<file path="src/hw/rtl/dbsm_pkg.sv">
// shared types, codes and constants of the door brightness state machine
package dbsm_pkg;

   localparam int WINDOW_SIZE_DEF   = 8;
   localparam int DROP_RATIO_DEF    = 179;
   localparam int WINDOW_SIZE_MAX   = 32;
   localparam int LUMA_W            = 16;
   localparam int FILL_MAX_W        = $clog2(WINDOW_SIZE_MAX + 1);
   localparam int COUNT_W           = 8;
   localparam int CSR_INDEX_W       = 3;

   localparam logic [1:0] MODE_CLOSED  = 2'd0;
   localparam logic [1:0] MODE_OPENING = 2'd1;
   localparam logic [1:0] MODE_OPEN    = 2'd2;
   localparam logic [1:0] MODE_CLOSING = 2'd3;

   localparam logic [2:0] EV_NONE    = 3'd0;
   localparam logic [2:0] EV_OPENED  = 3'd1;
   localparam logic [2:0] EV_GUARD   = 3'd2;
   localparam logic [2:0] EV_RESUMED = 3'd3;
   localparam logic [2:0] EV_CLOSED  = 3'd4;

   localparam logic [CSR_INDEX_W-1:0] CSR_OPENING_CANDIDATE = 3'd0;
   localparam logic [CSR_INDEX_W-1:0] CSR_OPEN_LIGHT        = 3'd1;
   localparam logic [CSR_INDEX_W-1:0] CSR_OPEN_CONFIRM      = 3'd2;
   localparam logic [CSR_INDEX_W-1:0] CSR_CLOSE_CONFIRM     = 3'd3;
   localparam logic [CSR_INDEX_W-1:0] CSR_CLOSING_GUARD     = 3'd4;
   localparam logic [CSR_INDEX_W-1:0] CSR_CLOSING_DARK      = 3'd5;
   localparam logic [CSR_INDEX_W-1:0] CSR_REFERENCE_LUMA    = 3'd6;
   localparam logic [CSR_INDEX_W-1:0] CSR_REFERENCE_DARK    = 3'd7;

   typedef struct packed {
      logic                  push;
      logic                  restart;
      logic                  sort_en;
      logic                  sort_odd;
      logic                  capture;
      logic [LUMA_W-1:0]     value;
      logic [FILL_MAX_W-1:0] fill;
   } win_cmd_type;

   function automatic logic [COUNT_W-1:0] sat_inc8(input logic [COUNT_W-1:0] v);
      sat_inc8 = (v == {COUNT_W{1'b1}}) ? v : v + 1'b1;
   endfunction

endpackage

</file>
<file path="src/hw/rtl/dbsm_cell.sv">
// one window cell: holds a luma and its age, swaps with a neighbor during sorting
module dbsm_cell
   import dbsm_pkg::*;
#(
   parameter int INDEX = 0,
   parameter int WIN   = WINDOW_SIZE_DEF,
   parameter int AGE_W = 3
) (
   input  logic              clock,
   input  win_cmd_type       cmd,
   input  logic [LUMA_W-1:0] left_value,
   input  logic [AGE_W-1:0]  left_age,
   input  logic [LUMA_W-1:0] right_value,
   input  logic [AGE_W-1:0]  right_age,
   output logic [LUMA_W-1:0] value,
   output logic [AGE_W-1:0]  age
);

   localparam logic [FILL_MAX_W-1:0] POS    = FILL_MAX_W'(INDEX);
   localparam logic [FILL_MAX_W-1:0] NEXT   = FILL_MAX_W'(INDEX + 1);
   localparam logic [FILL_MAX_W-1:0] FULL   = FILL_MAX_W'(WIN);
   localparam logic [AGE_W-1:0]      OLDEST = AGE_W'(WIN - 1);
   localparam logic                  PAR    = 1'(INDEX % 2);
   localparam logic                  LPAR   = 1'((INDEX + 1) % 2);
   localparam logic                  HAS_L  = (INDEX > 0);

   logic [LUMA_W-1:0] value_ff, value_in;
   logic [AGE_W-1:0]  age_ff, age_in;
   logic              pair_r, pair_l, full;

   assign full   = (cmd.fill == FULL);
   assign pair_r = cmd.sort_en && (PAR == cmd.sort_odd) && (NEXT < cmd.fill);
   assign pair_l = cmd.sort_en && (LPAR == cmd.sort_odd) && HAS_L && (POS < cmd.fill);

   always_comb begin
      value_in = value_ff;
      age_in   = age_ff;
      priority if (cmd.restart) begin
         if (POS == '0) begin
            value_in = cmd.value;
            age_in   = '0;
         end
      end else if (cmd.push) begin
         if (full) begin
            if (age_ff == OLDEST) begin
               value_in = cmd.value;
               age_in   = '0;
            end else begin
               age_in = age_ff + 1'b1;
            end
         end else if (POS == cmd.fill) begin
            value_in = cmd.value;
            age_in   = '0;
         end else if (POS < cmd.fill) begin
            age_in = age_ff + 1'b1;
         end
      end else if (pair_r && (value_ff > right_value)) begin
         value_in = right_value;
         age_in   = right_age;
      end else if (pair_l && (left_value > value_ff)) begin
         value_in = left_value;
         age_in   = left_age;
      end else begin
      end
   end

   always_ff @(posedge clock) begin
      value_ff <= value_in;
      age_ff   <= age_in;
   end

   assign value = value_ff;
   assign age   = age_ff;

endmodule

</file>
<file path="src/hw/rtl/dbsm_window.sv">
// brightness window: chain of sorting cells and median pick
module dbsm_window
   import dbsm_pkg::*;
#(
   parameter int WIN = WINDOW_SIZE_DEF
) (
   input  logic              clock,
   input  win_cmd_type       cmd,
   output logic [LUMA_W-1:0] median
);

   localparam int AGE_W = (WIN > 1) ? $clog2(WIN) : 1;

   logic [LUMA_W-1:0] vals [WIN];
   logic [AGE_W-1:0]  ages [WIN];
   logic [LUMA_W-1:0] lo_ff, hi_ff, lo_pick, hi_pick;
   logic [FILL_MAX_W-1:0] hi_idx, lo_idx;
   logic [LUMA_W:0]   med_sum;

   for (genvar i = 0; i < WIN; i++) begin : g_cell
      logic [LUMA_W-1:0] lv, rv;
      logic [AGE_W-1:0]  la, ra;
      if (i == 0) begin : g_first
         assign lv = vals[i];
         assign la = ages[i];
      end else begin : g_mid_l
         assign lv = vals[i-1];
         assign la = ages[i-1];
      end
      if (i == WIN - 1) begin : g_last
         assign rv = vals[i];
         assign ra = ages[i];
      end else begin : g_mid_r
         assign rv = vals[i+1];
         assign ra = ages[i+1];
      end
      dbsm_cell #(
         .INDEX (i),
         .WIN   (WIN),
         .AGE_W (AGE_W)
      ) u_cell (
         .clock       (clock),
         .cmd         (cmd),
         .left_value  (lv),
         .left_age    (la),
         .right_value (rv),
         .right_age   (ra),
         .value       (vals[i]),
         .age         (ages[i])
      );
   end

   assign hi_idx = cmd.fill >> 1;
   assign lo_idx = cmd.fill[0] ? hi_idx : hi_idx - 1'b1;

   always_comb begin
      lo_pick = '0;
      hi_pick = '0;
      for (int i = 0; i < WIN; i++) begin
         if (FILL_MAX_W'(i) == hi_idx) hi_pick = hi_pick | vals[i];
         if (FILL_MAX_W'(i) == lo_idx) lo_pick = lo_pick | vals[i];
      end
   end

   always_ff @(posedge clock) begin
      if (cmd.capture) begin
         lo_ff <= lo_pick;
         hi_ff <= hi_pick;
      end
   end

   // odd count picks the same cell twice
   assign med_sum = {1'b0, lo_ff} + {1'b0, hi_ff};
   assign median  = med_sum[LUMA_W:1];

endmodule

</file>
<file path="src/hw/rtl/door_brightness_state_machine.sv">
// top level: door state machine, configuration registers and result register
//
// One request per camera frame: req_tdata carries mean luma (U8.8) and dark
// fraction (Q0.16). Each request yields one response with door state,
// detection enable, event code and the open brightness reference.
// Registers are written on the csr channel, which is always ready; write
// them only while no request is in flight.
// A request that does not enter the brightness window passes from the
// done phase into the response register; the next request is taken only
// after that load. A request that enters the window while open runs
// WINDOW_SIZE odd-even rounds through the cell chain, one median capture and
// one reference update before its response is loaded in the done phase.
// A new request is taken while a finished response waits in the output
// register; if the receiver stalls, the next result holds until rsp_tready.
// Reset restores the register defaults, closes the door and clears the
// counts, window fill and reference; window cells need no clearing.
module door_brightness_state_machine
   import dbsm_pkg::*;
#(
   parameter int WINDOW_SIZE   = WINDOW_SIZE_DEF,
   parameter int DROP_RATIO_Q8 = DROP_RATIO_DEF
) (
   input  logic                   clock,
   input  logic                   reset,
   input  logic                   req_tvalid,
   output logic                   req_tready,
   input  logic [31:0]            req_tdata,  // mean_luma[15:0], dark_fraction[31:16]
   output logic                   rsp_tvalid,
   input  logic                   rsp_tready,
   output logic [23:0]            rsp_tdata,  // door_status[1:0], run_detection[2],
                                              // door_event[5:3], reference_luma[21:6], zero
   input  logic                   csr_valid,
   output logic                   csr_ready,
   input  logic [CSR_INDEX_W-1:0] csr_index,
   input  logic [15:0]            csr_data
);

   localparam int FILL_W  = $clog2(WINDOW_SIZE + 1);
   localparam int ROUND_W = (WINDOW_SIZE > 1) ? $clog2(WINDOW_SIZE) : 1;
   localparam logic [FILL_W-1:0]  FILL_FULL  = FILL_W'(WINDOW_SIZE);
   localparam logic [ROUND_W-1:0] ROUND_LAST = ROUND_W'(WINDOW_SIZE - 1);
   localparam logic [8:0]         DROP       = 9'(DROP_RATIO_Q8);
   localparam int PROD_W = LUMA_W + 9;

   localparam logic [2:0] P_IDLE = 3'd0;
   localparam logic [2:0] P_SORT = 3'd1;
   localparam logic [2:0] P_MED  = 3'd2;
   localparam logic [2:0] P_REF  = 3'd3;
   localparam logic [2:0] P_DONE = 3'd4;

   logic [LUMA_W-1:0]  ocl_ff, oll_ff, cgl_ff, cdf_ff, rul_ff, rdl_ff;
   logic [COUNT_W-1:0] ocf_ff, ccf_ff;

   logic [1:0]         mode_ff, mode_in;
   logic [COUNT_W-1:0] ocnt_ff, ocnt_in, ccnt_ff, ccnt_in, inc_open, inc_close;
   logic [FILL_W-1:0]  fill_ff;
   logic [LUMA_W-1:0]  ref_ff;
   logic [2:0]         phase_ff;
   logic [ROUND_W-1:0] round_ff;
   logic [1:0]         pend_state_ff;
   logic               pend_run_ff;
   logic [2:0]         pend_event_ff;
   logic               rsp_valid_ff;
   logic [23:0]        rsp_data_ff;

   logic [LUMA_W-1:0]  luma, dark, median;
   logic               accept, closing, run_d, push_d, restart_d, load_rsp;
   logic [2:0]         event_d;
   logic [PROD_W-1:0]  drop_prod, luma_scaled;
   win_cmd_type        cmd;

   assign luma       = req_tdata[15:0];
   assign dark       = req_tdata[31:16];
   assign req_tready = (phase_ff == P_IDLE);
   assign accept     = req_tvalid && req_tready;
   assign csr_ready  = 1'b1;
   assign load_rsp   = (phase_ff == P_DONE) && (!rsp_valid_ff || rsp_tready);

   assign drop_prod   = {9'd0, ref_ff} * {16'd0, DROP};
   assign luma_scaled = {1'b0, luma, 8'd0};
   assign closing     = (ref_ff != '0) && (luma <= cgl_ff) &&
                        (luma_scaled <= drop_prod) && (dark >= cdf_ff);
   assign inc_open    = sat_inc8(ocnt_ff);
   assign inc_close   = sat_inc8(ccnt_ff);

   always_comb begin
      mode_in   = mode_ff;
      ocnt_in   = ocnt_ff;
      ccnt_in   = ccnt_ff;
      run_d     = 1'b0;
      event_d   = EV_NONE;
      push_d    = 1'b0;
      restart_d = 1'b0;
      unique case (mode_ff)
         MODE_CLOSED: begin
            if (luma >= ocl_ff) begin
               mode_in = MODE_OPENING;
               ocnt_in = 8'd1;
            end
         end
         MODE_OPENING: begin
            if (luma >= oll_ff) begin
               ocnt_in = inc_open;
               if (inc_open >= ocf_ff) begin
                  mode_in   = MODE_OPEN;
                  restart_d = 1'b1;
                  event_d   = EV_OPENED;
               end
            end else begin
               mode_in = MODE_CLOSED;
               ocnt_in = '0;
            end
         end
         MODE_CLOSING: begin
            if (closing) begin
               ccnt_in = inc_close;
               if (inc_close >= ccf_ff) begin
                  mode_in = MODE_CLOSED;
                  ccnt_in = '0;
                  event_d = EV_CLOSED;
               end
            end else begin
               mode_in = MODE_OPEN;
               ccnt_in = '0;
               event_d = EV_RESUMED;
            end
         end
         MODE_OPEN: begin
            if (closing) begin
               mode_in = MODE_CLOSING;
               ccnt_in = 8'd1;
               event_d = EV_GUARD;
            end else begin
               push_d = (luma >= rul_ff) && (dark <= rdl_ff);
               run_d  = 1'b1;
            end
         end
         default: begin
         end
      endcase
   end

   assign cmd.push     = accept && push_d;
   assign cmd.restart  = accept && restart_d;
   assign cmd.sort_en  = (phase_ff == P_SORT);
   assign cmd.sort_odd = round_ff[0];
   assign cmd.capture  = (phase_ff == P_MED);
   assign cmd.value    = luma;
   assign cmd.fill     = FILL_MAX_W'(fill_ff);

   dbsm_window #(
      .WIN (WINDOW_SIZE)
   ) u_window (
      .clock  (clock),
      .cmd    (cmd),
      .median (median)
   );

   always_ff @(posedge clock) begin
      if (reset) begin
         ocl_ff <= 16'd10240;
         oll_ff <= 16'd15360;
         ocf_ff <= 8'd3;
         ccf_ff <= 8'd3;
         cgl_ff <= 16'd7680;
         cdf_ff <= 16'd45875;
         rul_ff <= 16'd15360;
         rdl_ff <= 16'd19661;
      end else if (csr_valid && csr_ready) begin
         unique case (csr_index)
            CSR_OPENING_CANDIDATE: ocl_ff <= csr_data;
            CSR_OPEN_LIGHT:        oll_ff <= csr_data;
            CSR_OPEN_CONFIRM:      ocf_ff <= csr_data[7:0];
            CSR_CLOSE_CONFIRM:     ccf_ff <= csr_data[7:0];
            CSR_CLOSING_GUARD:     cgl_ff <= csr_data;
            CSR_CLOSING_DARK:      cdf_ff <= csr_data;
            CSR_REFERENCE_LUMA:    rul_ff <= csr_data;
            CSR_REFERENCE_DARK:    rdl_ff <= csr_data;
            default: begin
            end
         endcase
      end
   end

   always_ff @(posedge clock) begin
      if (reset) begin
         mode_ff      <= MODE_CLOSED;
         ocnt_ff      <= '0;
         ccnt_ff      <= '0;
         fill_ff      <= '0;
         ref_ff       <= '0;
         phase_ff     <= P_IDLE;
         round_ff     <= '0;
         rsp_valid_ff <= 1'b0;
      end else begin
         if (load_rsp) begin
            rsp_valid_ff <= 1'b1;
         end else if (rsp_tready) begin
            rsp_valid_ff <= 1'b0;
         end
         unique case (phase_ff)
            P_IDLE: begin
               if (accept) begin
                  mode_ff <= mode_in;
                  ocnt_ff <= ocnt_in;
                  ccnt_ff <= ccnt_in;
                  if (restart_d) begin
                     fill_ff <= FILL_W'(1);
                     ref_ff  <= luma;
                  end else if (push_d && (fill_ff != FILL_FULL)) begin
                     fill_ff <= fill_ff + 1'b1;
                  end
                  phase_ff <= push_d ? P_SORT : P_DONE;
                  round_ff <= '0;
               end
            end
            P_SORT: begin
               if (round_ff == ROUND_LAST) begin
                  phase_ff <= P_MED;
                  round_ff <= '0;
               end else begin
                  round_ff <= round_ff + 1'b1;
               end
            end
            P_MED: phase_ff <= P_REF;
            P_REF: begin
               ref_ff   <= median;
               phase_ff <= P_DONE;
            end
            P_DONE: begin
               if (load_rsp) begin
                  phase_ff <= P_IDLE;
               end
            end
            default: phase_ff <= P_IDLE;
         endcase
      end
   end

   always_ff @(posedge clock) begin
      if (accept) begin
         pend_state_ff <= mode_in;
         pend_run_ff   <= run_d;
         pend_event_ff <= event_d;
      end
      if (load_rsp) begin
         rsp_data_ff <= {2'b00, ref_ff, pend_event_ff, pend_run_ff, pend_state_ff};
      end
   end

   assign rsp_tvalid = rsp_valid_ff;
   assign rsp_tdata  = rsp_data_ff;

   a_accept_leaves_idle : assert property (@(posedge clock) disable iff (reset)
      accept |=> (phase_ff != P_IDLE))
      else $error("phase did not advance after a request");

   a_fill_bounded : assert property (@(posedge clock) disable iff (reset)
      fill_ff <= FILL_FULL)
      else $error("window fill beyond window size");

   a_open_has_window : assert property (@(posedge clock) disable iff (reset)
      ((mode_ff == MODE_OPEN) || (mode_ff == MODE_CLOSING)) |-> (fill_ff != '0))
      else $error("door open with empty window");

   a_opened_event_state : assert property (@(posedge clock) disable iff (reset)
      ((phase_ff == P_DONE) && (pend_event_ff == EV_OPENED)) |-> (pend_state_ff == MODE_OPEN))
      else $error("opened event without open state");

endmodule

</file>
<file path="config.mk">
export PLATFORM = sky130hd
export DESIGN_NAME = door_brightness_state_machine
export DESIGN_NICKNAME = d
export VERILOG_FILES = /design/src/hw/rtl/dbsm_pkg.sv /design/src/hw/rtl/dbsm_cell.sv /design/src/hw/rtl/dbsm_window.sv /design/src/hw/rtl/door_brightness_state_machine.sv
export SDC_FILE = /design/constraint.sdc
export NUM_CORES = 1
export LEC_CHECK = 0
export ABC_AREA = 1
export ABC_CLOCK_PERIOD_IN_PS = 8200
export BUFFER_PORTS_ARGS = -buffer_cell sky130_fd_sc_hd__buf_2
export CORE_ASPECT_RATIO = 1.75
export CORE_UTILIZATION = 64
export CTS_CLUSTER_SIZE = 8
export DETAILED_ROUTE_END_ITERATION = 8
export GPL_TIMING_DRIVEN = 0
export PLACE_DENSITY = 0.82
export SETUP_SLACK_MARGIN = 0.02
export SYNTH_ARGS = -nofsm -noshare
export SYNTH_HDL_FRONTEND = slang
export SYNTH_SLANG_ARGS = --single-unit
</file>
<file path="constraint.sdc">
create_clock -name clock -period 8.2 [get_ports clock]
set_input_delay 0 -clock clock [delete_from_list [all_inputs] [get_ports clock]]
set_output_delay 0 -clock clock [all_outputs]
set_load 0.1 [all_outputs]
</file>
==> results of run 1 <==
layout make-up:
cell class                      count  area share [%]
Clock inverter                      4           0.268
Tap cell                          550            2.34
Multi-Input combinational cell   2294            49.7
Clock buffer                       74            4.70
Inverter                          472            6.02
Timing Repair Buffer              127            3.09
Sequential cell                   369            32.2
Antenna cell                        3          0.0255
Buffer                            105            1.66
through the flow:
step	setup slack [ns]	utilization, %	TNS (ns)	instance area, sq um	total power (W)
6_report	0.689	72.3	0	29400	0.00496
5_1_grt	0.277	72.3	0	29400	0.00509
4_1_cts	0.927	72.2	0	29400	0.00491
3_5_place_dp	0.983	67.6	0	27500	0.00290
3_3_place_gp	-0.0596	67.3	-0.917	27400	0.00285
2_1_floorplan	1.55	-	0	26300	0.00263
layout by cell type, fill, tap and decap left out, types with 7 or more instances in the layout:
cell type	n
inv_1	462
or2_2	12
edfxtp_1	209
clkbuf_1	91
xnor2_1	12
nor2_1	156
fa_1	38
a221oi_1	27
o22ai_1	43
nand4_1	23
o2111ai_1	8
nor3_1	16
a211oi_1	9
o21ai_0	359
o211ai_1	74
buf_4	10
dlygate4sd3_1	44
nand3_1	113
o21bai_1	7
a31oi_1	20
a21oi_1	271
buf_2	98
ha_1	359
clkbuf_16	52
a21o_1	9
xor2_1	15
nand2_1	633
o221ai_1	12
inv_2	7
dfxtp_1	160
o21ai_1	16
power breakdown:
group	total (W)	internal, W	switching [W]	leakage (nW)
Combinational	0.000838	0.000240	0.000598	9.60
Sequential	0.00209	0.00204	0.0000504	3.21
Clock	0.00204	0.00116	0.000873	0.702
Total	0.00496	0.00344	0.00152	13.5
timing repair:
action                                 in CTS  in global routing
gates resized for setup                     0                  0
hold buffers                               44                  0
endpoints found under the hold margin     152                  0
buffers inserted                            0                  0
final timing paths:
| kind | start | endpoint | cells after the start | slack [ns] |
|---|---|---|---|---|
| min | reset | ref_ff[5] | 3 | 0.03 |
| min reg2reg | pend_event_ff[2] | rsp_tdata[5] | 0 | 0.42 |
| max | ref_ff[3] | u_window.g_cell[5].u_cell.value[5] | 32 | 0.69 |
| max reg2reg | ref_ff[3] | u_window.g_cell[5].u_cell.value[5] | 32 | 0.69 |
cell families after synthesis:
| kind of cell | synth area share (%) |
|---|---|
| AND/OR/NAND/NOR | 15.5 |
| AO/OA/AOI/OAI | 18.9 |
| buffers and inverters | 8.59 |
| adder cells (fa/ha/maj) | 19.9 |
| flip-flops | 36.0 |
| XOR/XNOR | 0.898 |
| other | 0.0285 |
| multiplexers | 0.0760 |
tightest hold or removal path, stage by stage:
cell and delay, ns:
clkbuf_1 0.15, clkbuf_1 0.26, a31oi_1 0.18
routing by layer:
layer,up-vias,wire [um]
li1,11500,-
met1,12000,31000
met2,1742,47300
met3,726,8800
met4,2,12600
met5,-,17
==> flow_summary.yaml, run 1 <==
run_status:
  status: "finished with violations"
  violations: "design-rule violations"
logic_synthesis:
  synthesis.area_sq_mm: 0.0263
  syn_inst: 3239
  synth.most_common_cell: "nand2_1"
  yosys_most_used_dff: "edfxtp_1"
  ys_types: 57
  synth-edff-count: 209
  synth.avg_cell_area_sq_um: 8.13
  synth-seq-cells: 369
  netlist_top_cells_count: "nand2_1 (633), inv_1 (462), o21ai_0 (360), ha_1 (359), a21oi_1 (272)"
  ys_warn_count: 0
  synth_top_cell_by_area: "edfxtp_1"
  synth-async-reset-ratio_pct: 0
  ys_seq_area_share_pct: 36.0
  ys_top_cells_by_area: "edfxtp_1 (24%), ha_1 (17%), dfxtp_1 (12%)"
  yosysTopAreaCellShare_pct: 23.8
timing:
  tightest_slew_ns: 1.16
  setup_violations: 0
  rsz0062_at_grt: "false"
  finalCriticalPeriod_ns: 7.51
  fmax_mhz: 133
  skew_ns: 0.0316
  min_period_over_period_pct: 91.6
  slew-limit-headroom_pct: 22.5
  hold_violations: 0
  worst_hold_slack_ns: 0.0333
  final_max_slew_viol_count: 0
routing:
  drt-total-wl_mm: 99.7
  wl_per_cell_um: 24.9
  drcViolationCount: 3
  postRouteAntennaNets: 0
  routed_via_density: 6.51
  first_iter_violations: 2748
  firstDrtPassIters: 9
  vias: 26000
die:
  die-area_sq_mm: 0.0420
  die_height_um: 270
  num_rows: 98
  initial_core_util_pct: 64.7
  die_x_um: 155
  boundaryPins: 83
  core_sq_mm: 0.0407
worst_setup_path:
  crit_type: "flop to flop"
  endpoint_kind: "flop"
  crit_required_ns: 8.41
  path_max_fanout: 16
  cp_slowest_stage_delay_ns: 0.66
  arrival_ns: 7.72
  cpMostUsedCell: "nand2_1"
  cp_top_family: "adder cells"
  startpoint_type: "flop"
  critPathBufInv: 5
  slowest_stage: "inv_1"
layout:
  finalNonFillerCells: 3998
  largest_reg_flops: 128
  drive_above_1_share_pct: 6.24
  syn2layout_area_growth_pct: 11.7
  multi_input_area_sq_mm: 0.0146
  regArea_sq_mm: 0.00948
  fillCellCount: 3052
  final_nets: 3874
clock_network:
  cts_max_level: 2
  cts_num_sinks: 369
  cts_max_path_buffers: 3
  tritoncts: "built"
  cts_buffers: 52
  clk_pin_slew_worst_paths_ns: 0.05
  cts_root_buf: "clkbuf_16"
  clock_latency_ns: 0.61
placed_design:
  io_buffers: 77
  place_inst: 3873
  place_hpwl_mm: 75.1
  place_congestion: 1.05
global_route:
  gr-usage-all-layers_pct: 47.9
  use_met3_pct: 10.1
  met2_usage_pct: 79.7
  grt-busiest-layer: "met2"
  met1_usage_pct: 47.3
  grt_start_max_net_pins: 21
  overflow: 0
  antenna_found_initial: 3
  grt_pass1_vias: 26500
  grt_pass1_wl_mm: 150
power:
  p_per_area_mw_per_mm2: 169
  p_leak_nw: 13.5
  irDropWorstVdd_uv: 173
min_path:
  hold_path_class: "input port to flop"
flow_run:
  maxCapViolCount: 0
Note: power is estimated with default switching activity, not from simulation.
==> inputs of run 2 (changes only) <==
- CELL_PAD_IN_SITES_DETAIL_PLACEMENT: default -> 1
- CELL_PAD_IN_SITES_GLOBAL_PLACEMENT: default -> 2
- CORE_UTILIZATION: 64 -> 39
- PLACE_DENSITY: 0.82 -> default
- PLACE_DENSITY_LB_ADDON: default -> 0.1
==> run 2 against run 1 <==
Compared with the run above:
- the flow now finishes without violations
- setup slack improved by 0.076 ns
- worst hold slack improved by 0.040 ns
- final area rose by 1.4%
- count of clock-buffer cells in the layout did not move
- sequential power barely moved
- die area rose by 63%
- maximum frequency rose by 1.0%
- combinational power fell by 0.7%
- sequential share of layout area fell by 0.43 points
- critical endpoint is now u_window.g_cell[4].u_cell.value[5]
- highest routed layer unchanged
==> flow_summary.yaml, run 2 (synthesized netlist as in run 1, its figures left out) <==
run_status:
  status: "finished clean"
timing:
  setup_violations: 0
  finalCriticalPeriod_ns: 7.44
  hold_violations: 0
  rsz0062_at_grt: "false"
  skew_ns: 0.0430
  final_max_slew_viol_count: 0
  fmax_mhz: 134
  slew-limit-headroom_pct: 35.2
  tightest_slew_ns: 0.962
  min_period_over_period_pct: 90.7
  setup_ws_ns: 0.765
worst_setup_path:
  endpoint_kind: "flop"
  startpoint_type: "flop"
  path_max_fanout: 16
  crit_type: "flop to flop"
  cpMostUsedCell: "nand2_1"
  slowest_stage: "inv_1"
  arrival_ns: 7.70
  crit_required_ns: 8.46
  cp_slowest_stage_delay_ns: 0.62
routing:
  vias: 24400
  postRouteAntennaNets: 0
  wl_per_cell_um: 25.5
  drt-total-wl_mm: 110
  firstDrtPassIters: 5
  first_iter_violations: 1258
  drcViolationCount: 0
  routed_via_density: 5.64
power:
  total_power_w: 0.00498
  p_leak_nw: 13.5
  irDropWorstVdd_uv: 157
  p_per_area_mw_per_mm2: 167
layout:
  final_area_sq_mm: 0.0298
  fin_util_pct: 44.8
  final_nets: 3874
  syn2layout_area_growth_pct: 13.2
  drive_above_1_share_pct: 6.24
  largest_reg_flops: 128
  most-common-layout-cells: "nand2_1 (633), inv_1 (462), o21ai_0 (359), ha_1 (359), a21oi_1 (271)"
  fillCellCount: 8197
  multi_input_area_sq_mm: 0.0146
  regArea_sq_mm: 0.00948
  final_common_cell: "nand2_1"
  insertedDiodeCount: 0
clock_network:
  cts_buffers: 52
  cts_root_buf: "clkbuf_16"
  tritoncts: "built"
  clk_pin_slew_worst_paths_ns: 0.05
  post_cts_buffers: 0
  clock_latency_ns: 0.64
  cts_num_sinks: 369
  cts_max_level: 2
  cts_max_path_buffers: 3
global_route:
  antenna_found_initial: 3
  grt_pass1_vias: 26500
  gr-usage-all-layers_pct: 32.5
  grt_start_max_net_pins: 18
  overflow: 0
  grt_pass1_wl_mm: 163
die:
  num_rows: 125
  die_x_um: 198
  die_height_um: 346
  boundaryPins: 83
  die-area_sq_mm: 0.0686
  initial_core_util_pct: 39.5
  core_sq_mm: 0.0666
placed_design:
  place_congestion: 0.975
  place_ws_ns: 0.778
  io_buffers: 77
  placed_cell_area_sq_mm: 0.0279
  place_hpwl_mm: 89.6
min_path:
  hold_path_class: "input port to flop"
flow_run:
  maxCapViolCount: 0
==> run 2: cell types whose count changed in the layout (fill, tap and decap cells not counted), sizes merged <==
cell	delta
diode	-3
clkinv	-1
clkinvlp	+1
inv	-2
==> run 2: layer usage <==
metal | global-route usage [%] | part of all wire (%) | vias up
met5 | 0 | 0.021 | -
met4 | 25.5 | 8.9 | 4
met1 | 30.9 | 34 | 12000
met2 | 62.0 | 54 | 629
met3 | 3.57 | 3.3 | 356
li1 | - | - | 11500
==> run 2: through the flow <==
stage	TNS, ns	cells	hold slack (ns)
6_report	0	4332	0.0733
5_1_grt	0	4332	0.102
4_1_cts	0	4332	0.0378
3_5_place_dp	0	4212	0.349
3_3_place_gp	-6.47	4206	0.303
2_1_floorplan	0	3240	0.126
==> run 2: what timing repair did <==
action | 4_1_cts | 5_1_grt
hold endpoints to repair | 159 | 0
hold buffers | 44 | 0
resized for setup | 0 | 0
==> run 2: final timing paths <==
check | cells after the start | from | slack [ns] | end
setup / recovery | 28 | ref_ff[8] | 0.76 | u_window.g_cell[4].u_cell.value[5]
hold / removal | 5 | csr_valid | 0.07 | cdf_ff[8]
setup reg to reg | 28 | ref_ff[8] | 0.76 | u_window.g_cell[4].u_cell.value[5]
hold reg to reg | 0 | pend_run_ff | 0.42 | rsp_tdata[2]
==> run 2: final cells by class <==
cell class                      count  area share, %
Multi-Input combinational cell   2294           49.0
Sequential cell                   369           31.8
Inverter                          472           5.94
Clock buffer                       74           4.78
Tap cell                          889           3.73
Timing Repair Buffer              127           3.03
Buffer                            105           1.64
Clock inverter                      2         0.0797
==> run 2: worst max-delay path, delay by kind of cell (launching register included) <==
family / cells / cell delay (ns)
adders and majority gates: 6 / 2.57
and+or+nand+nor: 14 / 2.30
buffers and inverters: 5 / 1.15
DFF: 1 / 0.61
AOI/OAI and AO/OA: 2 / 0.31
xor gates and xnor gates: 1 / 0.09
==> run 2: report_power, final <==
| group | switching [W] | total (W) | leakage [nW] | internal (W) |
|---|---|---|---|---|
| logic | 0.000593 | 0.000832 | 9.60 | 0.000238 |
| registers | 0.0000480 | 0.00209 | 3.21 | 0.00204 |
| clock network | 0.000884 | 0.00207 | 0.696 | 0.00118 |
| total | 0.00153 | 0.00498 | 13.5 | 0.00346 |
